===== config.mk =====
export PLATFORM = sky130hd
export DESIGN_NAME = rpdl_dpath
export DESIGN_NICKNAME = d
export VERILOG_FILES = /design/src/rpdl_pkg.sv /design/src/rpdl_dpath.sv
export SDC_FILE = /design/constraint.sdc
export NUM_CORES = 2
export LEC_CHECK = 0
export BUFFER_PORTS_ARGS = -buffer_cell sky130_fd_sc_hd__buf_4
export CAP_MARGIN = 30
export CORE_MARGIN = 2
export CORE_UTILIZATION = 45
export DETAILED_ROUTE_END_ITERATION = 8
export REMOVE_ABC_BUFFERS = 1
export SETUP_SLACK_MARGIN = 0.4
export SLEW_MARGIN = 20
export SYNTH_ARGS = -nofsm -noshare
export SYNTH_HDL_FRONTEND = slang
export SYNTH_SLANG_ARGS = --single-unit

===== constraint.sdc =====
create_clock -name clock -period 33.6 [get_ports clock]
set_clock_uncertainty 0.2 [all_clocks]
set_input_delay 3.36 -clock clock [delete_from_list [all_inputs] [get_ports clock]]
set_output_delay 3.36 -clock clock [all_outputs]
set_load 0.01 [all_outputs]

===== src/rpdl_pkg.sv =====
package rpdl_pkg;

   localparam int MAX_SAMPLES = 2048;
   localparam int IDX_W       = $clog2(MAX_SAMPLES);
   localparam int MIN_PTS     = 4;
   localparam int MAX_PTS     = 20;
   localparam int CNT_W       = 5;
   localparam int COUNT_SAT   = (1 << CNT_W) - 1;
   localparam int RANGE_W     = 16;
   localparam int SUM_W       = 21;
   localparam int ANG_W       = 16;
   localparam int POS_W       = IDX_W + 2;
   localparam int PROD_W      = POS_W + ANG_W;

   localparam int CORDIC_N    = 20;
   localparam int ITER_W      = 5;
   localparam int XY_W        = 36;
   localparam int Z_W         = 26;
   localparam int P_W         = 24;
   localparam int SQ_W        = 2 * P_W;
   localparam int ACC_W       = 50;
   localparam int ROOT_W      = ACC_W / 2;
   localparam int REM_W       = ROOT_W + 1;
   localparam int SQ_STEPS    = 6;
   localparam int GAIN        = 39797;
   localparam int POINT_SHIFT = 12;

   localparam logic signed [Z_W-1:0] QUARTER_T = 26'sd4194304;
   localparam logic signed [Z_W-1:0] HALF_T    = 26'sd8388608;
   localparam logic signed [Z_W-1:0] ROUND_Z   = 26'sd128;

   // register indexes (byte address / 4)
   localparam logic [2:0] REG_MAX_RANGE = 3'd0;
   localparam logic [2:0] REG_MAX_GAP   = 3'd1;
   localparam logic [2:0] REG_START_ANG = 3'd2;
   localparam logic [2:0] REG_ANG_STEP  = 3'd3;
   localparam logic [2:0] REG_PAIR_SEP  = 3'd4;
   localparam logic [2:0] REG_SEP_TOL   = 3'd5;
   localparam logic [2:0] REG_BEAR_LIM  = 3'd6;
   localparam logic [2:0] REG_HOLD      = 3'd7;

   // squarer operand selects
   localparam logic [2:0] SQ_DX = 3'd0;
   localparam logic [2:0] SQ_DY = 3'd1;
   localparam logic [2:0] SQ_HI = 3'd2;
   localparam logic [2:0] SQ_LO = 3'd3;
   localparam logic [2:0] SQ_SX = 3'd4;
   localparam logic [2:0] SQ_SY = 3'd5;

   typedef struct packed {
      logic [15:0]        max_range_mm;
      logic [15:0]        max_gap_mm;
      logic signed [15:0] start_angle;
      logic [15:0]        angle_step;
      logic [15:0]        pair_separation_mm;
      logic [15:0]        separation_tolerance_mm;
      logic [14:0]        bearing_limit;
      logic [15:0]        hold_ms;
   } cfg_type;

   typedef struct packed {
      logic       accept;
      logic       div_start;
      logic       div_step;
      logic       side_update;
      logic       end_close;
      logic       rot_load_left;
      logic       rot_load_right;
      logic       cordic_step;
      logic       geo_prep;
      logic       sq_step;
      logic [2:0] sq_sel;
      logic       root_load;
      logic       root_step;
      logic       vec_load;
      logic       decide;
      logic [ITER_W-1:0] iter;
   } cmd_type;

   typedef struct packed {
      logic close_pend;
      logic last;
      logic both_found;
      logic rsp_free;
   } stat_type;

   function automatic logic signed [Z_W-1:0] atan_entry(input logic [ITER_W-1:0] idx);
      logic signed [Z_W-1:0] v;
      case (idx)
         5'd0:    v = 26'sd2097152;
         5'd1:    v = 26'sd1238021;
         5'd2:    v = 26'sd654136;
         5'd3:    v = 26'sd332050;
         5'd4:    v = 26'sd166669;
         5'd5:    v = 26'sd83416;
         5'd6:    v = 26'sd41718;
         5'd7:    v = 26'sd20860;
         5'd8:    v = 26'sd10430;
         5'd9:    v = 26'sd5215;
         5'd10:   v = 26'sd2608;
         5'd11:   v = 26'sd1304;
         5'd12:   v = 26'sd652;
         5'd13:   v = 26'sd326;
         5'd14:   v = 26'sd163;
         5'd15:   v = 26'sd81;
         5'd16:   v = 26'sd41;
         5'd17:   v = 26'sd20;
         5'd18:   v = 26'sd10;
         5'd19:   v = 26'sd5;
         default: v = '0;
      endcase
      return v;
   endfunction

endpackage


===== src/rpdl_dpath.sv =====
module rpdl_dpath (
   input  logic               clock,
   input  logic               reset,
   input  rpdl_pkg::cfg_type  cfg,
   input  rpdl_pkg::cmd_type  cmd,
   output rpdl_pkg::stat_type st,
   input  logic [15:0]        range_mm,
   input  logic               range_finite,
   input  logic               last_sample,
   input  logic [31:0]        now_ms,
   output logic               rsp_valid,
   input  logic               rsp_ready,
   output logic               rsp_target_valid,
   output logic [15:0]        rsp_distance_mm,
   output logic signed [15:0] rsp_bearing
);

   localparam int IDX_W  = rpdl_pkg::IDX_W;
   localparam int CNT_W  = rpdl_pkg::CNT_W;
   localparam int SUM_W  = rpdl_pkg::SUM_W;
   localparam int XY_W   = rpdl_pkg::XY_W;
   localparam int Z_W    = rpdl_pkg::Z_W;
   localparam int P_W    = rpdl_pkg::P_W;
   localparam int SQ_W   = rpdl_pkg::SQ_W;
   localparam int ACC_W  = rpdl_pkg::ACC_W;
   localparam int ROOT_W = rpdl_pkg::ROOT_W;
   localparam int REM_W  = rpdl_pkg::REM_W;
   localparam int POS_W  = rpdl_pkg::POS_W;
   localparam int PROD_W = rpdl_pkg::PROD_W;

   // sample and run state
   logic [IDX_W-1:0] idx_ff;
   logic             run_active_ff;
   logic [IDX_W-1:0] run_start_ff;
   logic [CNT_W-1:0] run_count_ff;
   logic [SUM_W-1:0] run_sum_ff;
   logic [15:0]      prev_ff;
   logic             last_ff;
   logic [31:0]      now_ff;

   // pending cluster and divider
   logic             close_pend_ff;
   logic [IDX_W-1:0] c_start_ff;
   logic [CNT_W-1:0] c_count_ff;
   logic [SUM_W-1:0] div_num_ff;
   logic [CNT_W-1:0] div_rem_ff;

   // nearest cluster on each side
   logic        left_found_ff, right_found_ff;
   logic [15:0] left_range_ff, right_range_ff;
   logic [15:0] left_angle_ff, right_angle_ff;

   // shared CORDIC and geometry
   logic signed [XY_W-1:0] cx_ff, cy_ff;
   logic signed [Z_W-1:0]  cz_ff;
   logic                   rot_mode_ff;
   logic signed [P_W-1:0]  x1_ff, y1_ff, dx_ff, dy_ff, sx_ff, sy_ff;
   logic [16:0]            hi_base_ff;
   logic signed [17:0]     lo_ff;
   logic [ACC_W-1:0]       d2_ff, hi2_ff, lo2_ff, s2_ff, root_src_ff;
   logic                   sep_ok_ff, vec_zero_ff;
   logic [REM_W-1:0]       root_rem_ff;
   logic [ROOT_W-1:0]      root_ff;

   // held target and result
   logic               held_valid_ff;
   logic [15:0]        held_dist_ff;
   logic [15:0]        held_bear_ff;
   logic [31:0]        last_time_ff;
   logic               rsp_valid_ff, rsp_tv_ff;
   logic [15:0]        rsp_dist_ff;
   logic [15:0]        rsp_bear_ff;

   // ---------------- sample combinational ----------------
   logic             samp_ok, split, close_now;
   logic [15:0]      gap;
   logic             run_in_range, end_in_range;

   assign samp_ok      = range_finite && (range_mm < cfg.max_range_mm);
   assign gap          = (range_mm > prev_ff) ? (range_mm - prev_ff) : (prev_ff - range_mm);
   assign split        = run_active_ff && (gap > cfg.max_gap_mm);
   assign close_now    = samp_ok ? split : run_active_ff;
   assign run_in_range = (run_count_ff >= CNT_W'(rpdl_pkg::MIN_PTS)) &&
                         (run_count_ff <= CNT_W'(rpdl_pkg::MAX_PTS));
   assign end_in_range = run_active_ff && run_in_range;

   // ---------------- divider step ----------------
   logic [CNT_W:0] div_sh;
   logic           div_ge;

   assign div_sh = {div_rem_ff, div_num_ff[SUM_W-1]};
   assign div_ge = (div_sh >= {1'b0, c_count_ff});

   // ---------------- cluster angle ----------------
   logic [POS_W-1:0]  pos_sum;
   logic [PROD_W-1:0] pos_prod;
   logic [15:0]       clu_ang, clu_mean;
   logic              clu_left;

   assign pos_sum  = {1'b0, c_start_ff, 1'b0} + POS_W'(c_count_ff) - POS_W'(1);
   assign pos_prod = PROD_W'(pos_sum) * PROD_W'(cfg.angle_step);
   assign clu_ang  = cfg.start_angle + pos_prod[16:1];
   assign clu_mean = div_num_ff[15:0];
   assign clu_left = (clu_ang != 16'd0) && !clu_ang[15];

   // ---------------- polar load ----------------
   logic [15:0]            ld_range, ld_angle;
   logic signed [Z_W-1:0]  ld_z;
   logic signed [XY_W-1:0] ld_x;
   logic [31:0]            ld_scaled;

   assign ld_range  = cmd.rot_load_left ? left_range_ff : right_range_ff;
   assign ld_angle  = cmd.rot_load_left ? left_angle_ff : right_angle_ff;
   assign ld_z      = {{(Z_W-24){ld_angle[15]}}, ld_angle, 8'd0};
   assign ld_scaled = 32'(ld_range) * 32'(rpdl_pkg::GAIN);
   assign ld_x      = XY_W'(ld_scaled);

   // ---------------- CORDIC step ----------------
   logic signed [XY_W-1:0] xs, ys;
   logic signed [Z_W-1:0]  at;
   logic                   dir;
   logic signed [XY_W-1:0] pt_x, pt_y;

   assign xs   = cx_ff >>> cmd.iter;
   assign ys   = cy_ff >>> cmd.iter;
   assign at   = rpdl_pkg::atan_entry(cmd.iter);
   assign dir  = rot_mode_ff ? !cz_ff[Z_W-1] : !(cy_ff > 0);
   assign pt_x = cx_ff >>> rpdl_pkg::POINT_SHIFT;
   assign pt_y = cy_ff >>> rpdl_pkg::POINT_SHIFT;

   // ---------------- squarer ----------------
   logic signed [P_W-1:0] sq_op;
   logic signed [SQ_W-1:0] sq_res;
   logic [ACC_W-1:0]      sq_ext, sq_sh;

   always_comb begin
      case (cmd.sq_sel)
         rpdl_pkg::SQ_DX: sq_op = dx_ff;
         rpdl_pkg::SQ_DY: sq_op = dy_ff;
         rpdl_pkg::SQ_HI: sq_op = P_W'(hi_base_ff);
         rpdl_pkg::SQ_LO: sq_op = P_W'(lo_ff);
         rpdl_pkg::SQ_SX: sq_op = sx_ff;
         rpdl_pkg::SQ_SY: sq_op = sy_ff;
         default:         sq_op = '0;
      endcase
   end

   assign sq_res = sq_op * sq_op;
   assign sq_ext = ACC_W'(unsigned'(sq_res));
   assign sq_sh  = sq_ext << 8;

   // ---------------- square root step ----------------
   logic [REM_W+1:0] rt_t, rt_trial;
   logic             rt_ge;

   assign rt_t     = {root_rem_ff, root_src_ff[ACC_W-1 -: 2]};
   assign rt_trial = {1'b0, root_ff, 2'b01};
   assign rt_ge    = (rt_t >= rt_trial);

   // ---------------- decision ----------------
   logic signed [Z_W-1:0] z_rnd;
   logic [15:0]           bear;
   logic [16:0]           bear_mag;
   logic [ROOT_W:0]       dist_full;
   logic [15:0]           dist_sat;
   logic                  fresh, in_hold;

   assign z_rnd     = cz_ff + rpdl_pkg::ROUND_Z;
   assign bear      = vec_zero_ff ? 16'd0 : z_rnd[23:8];
   assign bear_mag  = bear[15] ? (17'd0 - {1'b1, bear}) : {1'b0, bear};
   assign dist_full = {1'b0, root_ff} + (ROOT_W + 1)'(16);
   assign dist_sat  = (|dist_full[ROOT_W:21]) ? 16'hFFFF : dist_full[20:5];
   assign fresh     = left_found_ff && right_found_ff && sep_ok_ff &&
                      (bear_mag < {2'b00, cfg.bearing_limit});
   assign in_hold   = ((now_ff - last_time_ff) < {16'd0, cfg.hold_ms});

   // ---------------- status and outputs ----------------
   assign st.close_pend = close_pend_ff;
   assign st.last       = last_ff;
   assign st.both_found = left_found_ff && right_found_ff;
   assign st.rsp_free   = !rsp_valid_ff || rsp_ready;

   assign rsp_valid        = rsp_valid_ff;
   assign rsp_target_valid = rsp_tv_ff;
   assign rsp_distance_mm  = rsp_dist_ff;
   assign rsp_bearing      = rsp_bear_ff;

   // control flags
   always_ff @(posedge clock) begin
      if (reset) begin
         idx_ff         <= '0;
         run_active_ff  <= 1'b0;
         run_start_ff   <= '0;
         run_count_ff   <= '0;
         run_sum_ff     <= '0;
         prev_ff        <= '0;
         last_ff        <= 1'b0;
         close_pend_ff  <= 1'b0;
         left_found_ff  <= 1'b0;
         right_found_ff <= 1'b0;
         left_range_ff  <= '0;
         right_range_ff <= '0;
         left_angle_ff  <= '0;
         right_angle_ff <= '0;
         held_valid_ff  <= 1'b0;
         held_dist_ff   <= '0;
         held_bear_ff   <= '0;
         last_time_ff   <= '0;
         rsp_valid_ff   <= 1'b0;
      end else begin
         if (cmd.accept) begin
            if (close_now && run_in_range) begin
               close_pend_ff <= 1'b1;
            end
            if (!samp_ok) begin
               run_active_ff <= 1'b0;
            end else if (!run_active_ff || split) begin
               run_active_ff <= 1'b1;
               run_start_ff  <= idx_ff;
               run_count_ff  <= CNT_W'(1);
               run_sum_ff    <= SUM_W'(range_mm);
            end else if (run_count_ff < CNT_W'(rpdl_pkg::COUNT_SAT)) begin
               run_count_ff <= run_count_ff + 1'b1;
               run_sum_ff   <= run_sum_ff + SUM_W'(range_mm);
            end
            prev_ff <= range_mm;
            last_ff <= last_sample;
            if (!last_sample) begin
               idx_ff <= (idx_ff == IDX_W'(rpdl_pkg::MAX_SAMPLES - 1)) ? '0 : idx_ff + 1'b1;
            end
         end
         if (cmd.end_close) begin
            run_active_ff <= 1'b0;
            if (end_in_range) begin
               close_pend_ff <= 1'b1;
            end
         end
         if (cmd.side_update) begin
            close_pend_ff <= 1'b0;
            if (clu_left) begin
               if (!left_found_ff || clu_mean < left_range_ff) begin
                  left_found_ff <= 1'b1;
                  left_range_ff <= clu_mean;
                  left_angle_ff <= clu_ang;
               end
            end else if (!right_found_ff || clu_mean < right_range_ff) begin
               right_found_ff <= 1'b1;
               right_range_ff <= clu_mean;
               right_angle_ff <= clu_ang;
            end
         end
         if (cmd.decide) begin
            rsp_valid_ff <= 1'b1;
            if (fresh) begin
               held_valid_ff <= 1'b1;
               held_dist_ff  <= dist_sat;
               held_bear_ff  <= bear;
               last_time_ff  <= now_ff;
            end
            // clear the scan for the next one
            idx_ff         <= '0;
            run_active_ff  <= 1'b0;
            run_start_ff   <= '0;
            run_count_ff   <= '0;
            run_sum_ff     <= '0;
            last_ff        <= 1'b0;
            left_found_ff  <= 1'b0;
            right_found_ff <= 1'b0;
            left_range_ff  <= '0;
            right_range_ff <= '0;
            left_angle_ff  <= '0;
            right_angle_ff <= '0;
         end else if (rsp_valid_ff && rsp_ready) begin
            rsp_valid_ff <= 1'b0;
         end
      end
   end

   // payload
   always_ff @(posedge clock) begin
      if (cmd.accept) begin
         now_ff <= now_ms;
         if (close_now) begin
            c_start_ff <= run_start_ff;
            c_count_ff <= run_count_ff;
            div_num_ff <= run_sum_ff;
         end
      end
      if (cmd.end_close) begin
         c_start_ff <= run_start_ff;
         c_count_ff <= run_count_ff;
         div_num_ff <= run_sum_ff;
      end
      if (cmd.div_start) begin
         div_rem_ff <= '0;
      end
      if (cmd.div_step) begin
         div_rem_ff <= div_ge ? CNT_W'(div_sh - {1'b0, c_count_ff}) : div_sh[CNT_W-1:0];
         div_num_ff <= {div_num_ff[SUM_W-2:0], div_ge};
      end
      if (cmd.rot_load_left || cmd.rot_load_right) begin
         rot_mode_ff <= 1'b1;
         cy_ff       <= '0;
         if (ld_z > rpdl_pkg::QUARTER_T) begin
            cx_ff <= -ld_x;
            cz_ff <= ld_z - rpdl_pkg::HALF_T;
         end else if (ld_z < -rpdl_pkg::QUARTER_T) begin
            cx_ff <= -ld_x;
            cz_ff <= ld_z + rpdl_pkg::HALF_T;
         end else begin
            cx_ff <= ld_x;
            cz_ff <= ld_z;
         end
      end
      if (cmd.rot_load_right) begin
         x1_ff <= P_W'(pt_x);
         y1_ff <= P_W'(pt_y);
      end
      if (cmd.cordic_step) begin
         if (dir) begin
            cx_ff <= cx_ff - ys;
            cy_ff <= cy_ff + xs;
            cz_ff <= cz_ff - at;
         end else begin
            cx_ff <= cx_ff + ys;
            cy_ff <= cy_ff - xs;
            cz_ff <= cz_ff + at;
         end
      end
      if (cmd.geo_prep) begin
         dx_ff      <= x1_ff - P_W'(pt_x);
         dy_ff      <= y1_ff - P_W'(pt_y);
         sx_ff      <= x1_ff + P_W'(pt_x);
         sy_ff      <= y1_ff + P_W'(pt_y);
         hi_base_ff <= {1'b0, cfg.pair_separation_mm} + {1'b0, cfg.separation_tolerance_mm};
         lo_ff      <= {2'b00, cfg.pair_separation_mm} - {2'b00, cfg.separation_tolerance_mm};
      end
      if (cmd.sq_step) begin
         case (cmd.sq_sel)
            rpdl_pkg::SQ_DX: d2_ff  <= sq_ext;
            rpdl_pkg::SQ_DY: d2_ff  <= d2_ff + sq_ext;
            rpdl_pkg::SQ_HI: hi2_ff <= sq_sh;
            rpdl_pkg::SQ_LO: lo2_ff <= sq_sh;
            rpdl_pkg::SQ_SX: s2_ff  <= sq_ext;
            rpdl_pkg::SQ_SY: s2_ff  <= s2_ff + sq_ext;
            default: ;
         endcase
      end
      if (cmd.root_load) begin
         sep_ok_ff   <= (d2_ff < hi2_ff) && (lo_ff[17] || (d2_ff > lo2_ff));
         root_src_ff <= s2_ff;
         root_rem_ff <= '0;
         root_ff     <= '0;
      end
      if (cmd.root_step) begin
         root_src_ff <= root_src_ff << 2;
         root_rem_ff <= rt_ge ? REM_W'(rt_t - rt_trial) : rt_t[REM_W-1:0];
         root_ff     <= {root_ff[ROOT_W-2:0], rt_ge};
      end
      if (cmd.vec_load) begin
         rot_mode_ff <= 1'b0;
         vec_zero_ff <= (sx_ff == '0) && (sy_ff == '0);
         if (sx_ff < 0) begin
            cx_ff <= -XY_W'(sx_ff);
            cy_ff <= -XY_W'(sy_ff);
            cz_ff <= rpdl_pkg::HALF_T;
         end else begin
            cx_ff <= XY_W'(sx_ff);
            cy_ff <= XY_W'(sy_ff);
            cz_ff <= '0;
         end
      end
      if (cmd.decide) begin
         if (fresh) begin
            rsp_tv_ff   <= 1'b1;
            rsp_dist_ff <= dist_sat;
            rsp_bear_ff <= bear;
         end else if (in_hold) begin
            rsp_tv_ff   <= held_valid_ff;
            rsp_dist_ff <= held_dist_ff;
            rsp_bear_ff <= held_bear_ff;
         end else begin
            rsp_tv_ff   <= 1'b0;
            rsp_dist_ff <= '0;
            rsp_bear_ff <= '0;
         end
      end
   end

endmodule


==> flow_summary_export.csv <==
group,metric,value,unit
timing,slew_headroom,28.5,%
cells_and_area,final_util,49.1,%
route,wl_per_cell,20.3,um
critical_path,cp_max_fo,33,
logic_synthesis,syn_inst,10248,
logic_synthesis,synth_ff_type,"edfxtp_1",
clocking,cts_tree,"yes",
route,vias,74523,
logic_synthesis,yosys.area.top_type_share,20.9,%
cells_and_area,design_area,104000,um^2
timing,finalSetupViolCount,0,
floorplanning,die-area,216000,um^2
logic_synthesis,synth_commonest_cells,"inv_1 (1,542), ha_1 (946), nor2_1 (802)",
cells_and_area,fin_nets,12263,
logic_synthesis,yosysMostFrequentCell,"inv_1",
logic_synthesis,syn_area_per_cell,9.31,um^2
grt,globalRouteTotalUtil,24.6,%
grt,grt_max_degree,75,
logic_synthesis,ys_seq_elements,865,
logic_synthesis,synth_area_leaders,"edfxtp_1 (21%), fa_1 (16%), ha_1 (12%), inv_1 (6.1%), dfxtp_1 (4.2%)",
floorplanning,rows,169,
clocking,ctsResizeCount,0,
clocking,cts_setup_buffers,0,
critical_path,cp_common_cell,"inv_1",
outcome,status,"complete, no violations",
cells_and_area,area_delta_synth_final,8.90,%
timing,fin_tns_setup,0,ns
logic_synthesis,yosysSeqAreaShare,25.1,%
critical_path,slowest_stage,"a221o_1",
timing,drv_slew,0,
place,place_area,100000,um^2
place,io_buffers,239,
grt,globalRouteOverflowTotal,0,
logic_synthesis,synthArstFlopShare,0,%
route,viasPerCell,5.62,
route,ant_nets,0,
timing,rsz0062_at_grt,"no",
critical_path,critical_path_class,"input port to flip-flop",
route,dr.pass1.iters,6,
clocking,holdBufCountCts,0,
worst_hold_path,hold_path.class,"flip-flop to flip-flop",
critical_path,required,33.92,ns
timing,timing.final.hold_violations,0,
route,drtIter0Drc,5869,
job,max_cap_violations,0,
clocking,cts_buffers,105,
clocking,clock-root-buffer,"clkbuf_16",
floorplanning,start_util,45.1,%
place,hpwl,211000,um
route,totalWireLength,269000,um
logic_synthesis,synth-edff-count,663,
floorplanning,ioPinCount,240,
logic_synthesis,yosysTopAreaCell,"edfxtp_1",
critical_path,arrival,15.77,ns
clocking,cts.htree.levels,3,
critical_path,start_kind,"input port",
cells_and_area,drive_gt1_share,7.73,%
logic_synthesis,synth.distinct_cells,104,
logic_synthesis,netlist_area,95400,um^2
floorplanning,die_x,465,um
logic_synthesis,synth_warnings,0,
clocking,cts.sinks,865,
grt,antenna_found_initial,7,
timing,worst_pin_slew,1.07,ns
critical_path,worst_setup_path_end_kind,"flip-flop",
place,place_congestion,0.943,
clocking,clock_latency,0.78,ns
clocking,path_clk_slew,0.07,ns
timing,finalCriticalPeriod,15.45,ns
grt,grt_pass1_vias,75015,
route,drc,0,
timing,fin_crit_sh,46.0,%
clocking,cts_buffer_depth,3,
floorplanning,die_y,465,um
critical_path,critPathMaxStageDelay,0.85,ns
floorplanning,design.core.area,211000,um^2
grt,grt_pass1_wl,423000,um
timing,fmax,64.7,MHz
per-stage QoR:
stage                     setup WS [ns]  instances  hold WS, ns
final                             18.15      13259        0.231
after global routing              17.53      13259        0.256
after CTS                         18.28      13253        0.233
after detailed placement          17.45      13056        0.217
after global placement            17.74      13048        0.216
after floorplan                   19.57       9889        0.208
logic make-up (layout without fill, tap and decap cells):
group,after synthesis,count (layout),synth area share [%]
simple gates,2546,2546,12.4
compound gates,2146,2146,14.5
buf+inv,1911,2100,7.68
fa+ha+maj,1714,1714,28.5
flops,865,865,25.1
xor+xnor,653,653,6.07
mux,413,413,5.69
other cells,0,1,0
layout make-up:
type                    count  area [um^2]
fillers                 19847       108000
multi-input cells        7472        64300
flip-flops and latches    865        24000
inverters                1552         5830
well taps                2821         3530
clock buffers             141         2860
repair buffers            351         2710
clock inverters            56          787
diodes                      1         2.50
sequential cells by signal, indices dropped and copies added (netlist names), 17 cells and up:
| name | cells |
|---|---|
| run_sum_ff | 21 |
| root_ff | 25 |
| sx_ff | 23 |
| div_num_ff | 21 |
| y1_ff | 24 |
| cy_ff | 36 |
| dx_ff | 24 |
| hi_base_ff | 17 |
| root_rem_ff | 26 |
| now_ff | 32 |
| lo2_ff | 41 |
| hi2_ff | 41 |
| cx_ff | 36 |
| cz_ff | 26 |
| dy_ff | 24 |
| root_src_ff | 50 |
| sy_ff | 23 |
| x1_ff | 24 |
| last_time_ff | 32 |
| d2_ff | 50 |
| s2_ff | 50 |
path summary, 6_finish.rpt:
kind	start	end	slack [ns]	cells after the start
setup / recovery	cmd[10]	s2_ff[46]	18.15	42
hold / removal	run_start_ff[6]	c_start_ff[6]	0.23	0
setup reg to reg	sx_ff[11]	s2_ff[46]	21.35	41
hold reg to reg	run_start_ff[6]	c_start_ff[6]	0.23	0
worst max-delay path: cells and delay by family:
| family | cells | cell delay, ns |
|---|---|---|
| buffers and inverters | 10 | 1.83 |
| multiplexers | 2 | 0.38 |
| XOR/XNOR | 1 | 0.15 |
| AND/OR/NAND/NOR | 4 | 1.20 |
| adder cells (fa/ha/maj) | 9 | 4.31 |
| AO/OA/AOI/OAI | 16 | 4.52 |
layout by cell type (no fill, tap or decap), types with 35 or more instances in the layout:
cell / n
dfxtp_1: 202
edfxtp_1: 663
nor4_1: 36
nor2b_1: 132
or3_1: 72
o21a_1: 81
and2_1: 86
o21ai_0: 478
a211oi_1: 105
nor3_1: 146
nor2_1: 801
o22ai_1: 35
buf_4: 338
xnor2_1: 384
xor2_1: 264
o31ai_1: 53
mux4_2: 94
and3_1: 74
nand2_1: 743
o21bai_1: 67
ha_1: 946
a31oi_1: 69
a22o_1: 54
fa_1: 768
mux2i_1: 232
nand4_1: 74
clkbuf_16: 107
a21oi_1: 574
nand3_1: 157
nand2b_1: 89
inv_1: 1540
mux2_2: 85
a21o_1: 239
routing by layer:
layer	vias to the layer above	wire length, um	global-route usage, %
li1	35340	-	-
met1	36822	116000	32.4
met2	1940	129000	41.8
met3	419	14100	3.02
met4	2	9590	8.06
met5	-	12	0
Power is not shown: default switching activity piles up to over one toggle a cycle in this logic, so the estimate is an artifact.
